<file path="src/hdl/cmmta_pkg.sv">
// Package for the channel min/max/trend/average monitor.
// Holds payload structs, action codes, sizes and the controller/datapath
// command and status structs. No dependencies.
`timescale 1ns / 1ps
`default_nettype none
package cmmta_pkg;

    localparam int NumChannels = 20;
    localparam int WindowDepth = 1440;
    localparam int SlotW = 11;
    localparam int SumW = 19;
    localparam int RingDepth = NumChannels * WindowDepth;
    localparam int RingAw = 15;

    localparam logic [2:0] ActSample = 3'd0;
    localparam logic [2:0] ActRead = 3'd1;
    localparam logic [2:0] ActResetMinMax = 3'd2;
    localparam logic [2:0] ActSnapshot = 3'd3;
    localparam logic [2:0] ActRestart = 3'd4;

    localparam logic [1:0] TrendSteady = 2'd0;
    localparam logic [1:0] TrendRising = 2'd1;
    localparam logic [1:0] TrendFalling = 2'd2;

    typedef struct packed {
        logic [2:0] action;
        logic [4:0] channel;
        logic [7:0] sample_code;
        logic       round_end;
    } t_in_item;

    typedef struct packed {
        logic [4:0] out_channel;
        logic [7:0] current_value;
        logic [1:0] trend_flag;
        logic [7:0] minimum_value;
        logic [7:0] maximum_value;
        logic [7:0] snapshot_value;
        logic [7:0] average_value;
    } t_out_item;

    // Controller to datapath commands
    typedef struct packed {
        logic load;       // capture input item, start ring read
        logic update;     // apply sample/all-channel action, start divide
        logic div_step;   // one restoring-divide step
        logic emit;       // build result into output register
    } t_cmd;

    typedef struct packed {
        logic is_sample;  // valid in-range sample needs divide
        logic div_last;   // final divide step this cycle
    } t_status;

endpackage
`default_nettype wire

</file>
<file path="src/hdl/cmmta_ctrl.sv">
// Controller state machine for the monitor.
// Depends on cmmta_pkg; drives the datapath through t_cmd.
`timescale 1ns / 1ps
`default_nettype none
module cmmta_ctrl (
    input  wire                  i_clk,
    input  wire                  i_rst_n,
    input  wire                  i_in_valid,
    output logic                 o_in_ready,
    output logic                 o_out_valid,
    input  wire                  i_out_ready,
    input  cmmta_pkg::t_status   i_status,
    output cmmta_pkg::t_cmd      o_cmd
);
    typedef enum logic [2:0] {
        S_IDLE, S_READ, S_UPDATE, S_DIV, S_EMIT
    } t_state;

    t_state r_state, n_state;
    logic r_out_valid, n_out_valid;

    // Emit waits only if the output register still holds an untaken result.
    wire w_out_free = !r_out_valid || i_out_ready;

    always_comb begin
        n_state = r_state;
        n_out_valid = r_out_valid && !i_out_ready;
        o_cmd = '0;
        o_in_ready = 1'b0;
        case (r_state)
            S_IDLE: begin
                o_in_ready = 1'b1;
                if (i_in_valid) begin
                    o_cmd.load = 1'b1;
                    n_state = S_READ;
                end
            end
            S_READ: n_state = S_UPDATE;
            S_UPDATE: begin
                o_cmd.update = 1'b1;
                n_state = i_status.is_sample ? S_DIV : S_EMIT;
            end
            S_DIV: begin
                o_cmd.div_step = 1'b1;
                if (i_status.div_last) n_state = S_EMIT;
            end
            S_EMIT: begin
                if (w_out_free) begin
                    o_cmd.emit = 1'b1;
                    n_out_valid = 1'b1;
                    n_state = S_IDLE;
                end
            end
            default: n_state = S_IDLE;
        endcase
    end

    always_ff @(posedge i_clk) begin
        if (!i_rst_n) begin
            r_state <= S_IDLE;
            r_out_valid <= 1'b0;
        end else begin
            r_state <= n_state;
            r_out_valid <= n_out_valid;
        end
    end

    assign o_out_valid = r_out_valid;
endmodule
`default_nettype wire

</file>
<file path="config.mk">
export PLATFORM = sky130hd
export DESIGN_NAME = cmmta_ctrl
export DESIGN_NICKNAME = d
export VERILOG_FILES = /design/src/hdl/cmmta_pkg.sv /design/src/hdl/cmmta_ctrl.sv
export SDC_FILE = /design/constraint.sdc
export NUM_CORES = 1
export LEC_CHECK = 0
export BUFFER_PORTS_ARGS = -buffer_cell sky130_fd_sc_hd__buf_2
export CORE_AREA = 2 2 39 41
export DETAILED_ROUTE_END_ITERATION = 8
export DIE_AREA = 0 0 41 43
export SYNTH_ARGS = -nofsm -noshare
export SYNTH_HDL_FRONTEND = slang
export SYNTH_SLANG_ARGS = --single-unit
</file>
<file path="constraint.sdc">
create_clock -name i_clk -period 1.6 [get_ports i_clk]
set_input_delay 0.16 -clock i_clk [delete_from_list [all_inputs] [get_ports i_clk]]
set_output_delay 0.16 -clock i_clk [all_outputs]
set_load 0.01 [all_outputs]
</file>
* Yosys cells after proc, flatten, opt, wreduce, memory -nomap -nowiden
Cells that the tools add are included.
Widths: inputs -> output; s select.
** Word-level totals
- Input port bits :: 6
- Register bits after elaboration :: 4
- Output and inout bits :: 6
** Operators by class
- Eq/ne operators :: 7
- Reduce and logical (&&, ||, !) cells :: 6
- Muxes and demuxes :: 14
** Operators with widths (count)
- $pmux 3 s5 :: 1
- $mux 3 :: 4
- $mux 1 :: 9
- $eq 3x2->1 const B :: 2
- $ne 2x2->1 const B :: 3
- $eq 3x1->1 const B :: 1
- $eq 3x3->1 const B :: 1
- $logic_not 3->1 :: 1
- $reduce_and 3->1 :: 1
- $logic_not 1->1 :: 2
- $logic_and 1x1->1 :: 1
- $logic_or 1x1->1 :: 1

* Logic depth before layout (Yosys ltp)
- Word-level depth :: 4
- Mapped depth :: 4
- Gate-level depth less buffers :: 3

* Worst setup path before layout
No wires, ideal clock.
- Path kind :: reg-to-output
- From :: register r_state[0]
- To :: output port o_cmd[3] (netlist name)
- Buffers on the path :: 1
- Data arrival time :: 856 ps
- Setup slack :: 584 ps
- Data required time :: 1440 ps
- Cell stages (with the launch flop) :: 4
- Path through :: dfxtp_1 > buf_6 > nor3_2 > and2_1
** RTL lines
- from (decl) :: line cmmta_ctrl.sv:19 : t_state r_state, n_state;
- from (signal assigned) :: line cmmta_ctrl.sv:63 : r_state <= n_state;
- to (decl) :: line cmmta_ctrl.sv:13 : output cmmta_pkg::t_cmd o_cmd

==> results_dict.tcl <==
set metrics [dict create \
    diodes 0 \
    p_sw_uw 83.7 \
    rows 14 \
    reg2reg_to "r_state[0]" \
    synthCells 26 \
    fp.dieArea_mm2 0.00176 \
    min_path_type "in -> reg" \
    num_vias 228 \
    cp-start-kind "flip-flop" \
    yosysWarnings 0 \
    clk_latency_ns 0.23 \
    grt_antenna_before_repair 0 \
    numCtsBuffers 3 \
    path_depth 3 \
    cp.required_ns 1.44 \
    crit_start "r_state[0]" \
    post_cts_buffers 0 \
    synth_area_leaders "dfxtp_1, buf_6, a211oi_1" \
    die_height_um 43 \
    finalSetupTns_ns 0 \
    yosysSeqAreaShare 0.325 \
    yosys-top-cells-count "dfxtp_1, a211oi_1, a21oi_1, buf_6, nand2b_1" \
    place_congestion 0.784 \
    grt_overflow 0 \
    holdPathStages 2 \
    ir_drop_uv 318 \
    intPower_uw 223 \
    synth_flop_cell "dfxtp_1" \
    pwr_density_cell_mw_per_mm2 954 \
    skew_ns 0.0000970 \
    dr.pass1.iters 4 \
    maxCapViolCount 0 \
    h-tree-depth 1 \
    layout.nets 46 \
    grt_max_degree 11 \
    hpwl_um 369 \
    cts_max_path_buffers 2 \
    syn_area_per_cell_um2 9.48 \
    pwr-share-comb 0.185 \
    finalNonFillerCells 54 \
    cpPeakStageDelay_ns 0.39 \
    worstPathCellList "nor3b_2 -> nor2b_1 -> buf_2" \
    fin_hold_ws_ns 0.157 \
    tightest_slew_ns 0.345 \
    status "finished, final reports clean" \
    pin_count 12 \
    wire_per_inst_um 8.54 \
    synth_area_leader_cell "dfxtp_1" \
    synthesis.area_um2 246 \
    ant_nets 0 \
    rrSetupSlack_ns 0.58 \
    grt_pass1_wl_um 696 \
    yosysMostFrequentCell "dfxtp_1" \
    dieWidth_um 41 \
    grt_usage 0.0623 \
    utilization 0.232 \
    cts_tree "built" \
    crit_buf_inv 1 \
    drt-initial-drc-count 7 \
    max_freq_mhz 748 \
    cts_resized 0 \
    worstReg2RegStart "r_state[1]" \
    clkSinkCount 4 \
    grt_pass1_vias 200 \
    path_clk_slew_ns 0.04 \
    power.leakage_nw 0.146 \
    power_frac_seq 0.408 \
    dp_cells 51 \
    cts_root_buf "clkbuf_4" \
    arrival_ns 1.18 \
    rsz0062_at_grt "false" \
    async_reset_ff_frac 0 \
    crit_path_end "o_cmd[0]" \
    ys_ff_latch 4 \
    slew_headroom 0.770 \
    yosysTopAreaCellShare 0.325 \
    syn_nets 32 \
    start_util 0.178 \
    drive_gt1_frac 0.474 \
    setup_viol 0 \
    post-route-min-period_ns 1.34 \
    finalCritPeriodShare 0.835 \
    path_class "reg -> out" \
    power.share.clock 0.406 \
    core-area_mm2 0.00138 \
    path_max_fanout 10 \
    wl_um 461 \
    yosysUniqueCellTypes 19 \
    drc 0 \
    finalHoldViolCount 0 \
    slew_viol_final 0 \
    syn2layout_area_growth_pct 30.5 \
    viasPerCell 4.22 \
    cp_slowest_cell "dfxtp_1" \
    path_delay_family "simple AND/OR/NAND/NOR gates" \
    endpoint_kind "primary output" \
    reg2regPathDepth 3 \
    cts_hold_buf 0 \
    synth_edf_count 0 \
    power.total_uw 307 \
    portBuffers 11 \
    switching_share 0.273 \
]
state kept, by name, indices dropped and copies added (netlist names):
register and count:
o_out_valid 1, r_state 3
power groups by stage:
| stage | sequential [mW] | combinational [mW] | clock [mW] |
|---|---|---|---|
| floorplan | 0.113 | 0.0591 | 0 |
| finish | 0.125 | 0.0569 | 0.125 |
| detailed placement | 0.127 | 0.0578 | 0 |
| global placement | 0.127 | 0.0579 | 0 |
| global route | 0.127 | 0.0632 | 0.138 |
| CTS | 0.125 | 0.0580 | 0.131 |
cell families (layout without fill, tap and decap cells):
family	count (synthesis)	in the layout	share of synthesized area
AND/OR/NAND/NOR	13	13	0.396
AO/OA/AOI/OAI	7	7	0.188
flip-flops	4	4	0.325
buffers and inverters	2	14	0.0914
layer usage:
metal | GRT usage | routed length, um | up-vias
met5 | 0 | 0 | -
met4 | 0.0600 | 0 | 0
met3 | 0.0366 | 34 | 0
met2 | 0.0969 | 248 | 3
met1 | 0.0484 | 178 | 107
li1 | - | - | 118
final cells by class:
cell class              count  area (um2)
well taps                  16        20.0
clock buffers               3        22.5
flip-flops and latches      4        80.1
repair buffers             11        55.1
multi-input cells          20         144
fillers                   155        1060
stage by stage:
stage | worst slack [ns] | instance area, um2
2_1_floorplan | 0.584 | 246
3_3_place_gp | 0.516 | 299
3_5_place_dp | 0.494 | 299
4_1_cts | 0.240 | 322
5_1_grt | 0.161 | 322
6_report | 0.264 | 322
how the worst min path moves through the flow:
stage | start | endpoint | slack (ns)
2_1_floorplan | i_rst_n | o_out_valid | 0.28
3_3_place_gp | i_status[0] | r_state[1] | 0.39
3_5_place_dp | i_status[0] | r_state[1] | 0.40
4_1_cts | i_status[0] | r_state[1] | 0.15
5_1_grt | i_status[0] | r_state[1] | 0.16
6_report | i_status[0] | r_state[1] | 0.16
layout by cell type (no fill, tap or decap), drive strengths merged, types with 2 or more instances in the layout:
cell / netlist / layout
a211oi: 2 / 2
dfxtp: 4 / 4
buf: 2 / 11
nand2b: 2 / 2
a21oi: 2 / 2
clkbuf: 0 / 3
nor2b: 2 / 2
nor3b: 2 / 2
(Power assumes the default switching activity.)
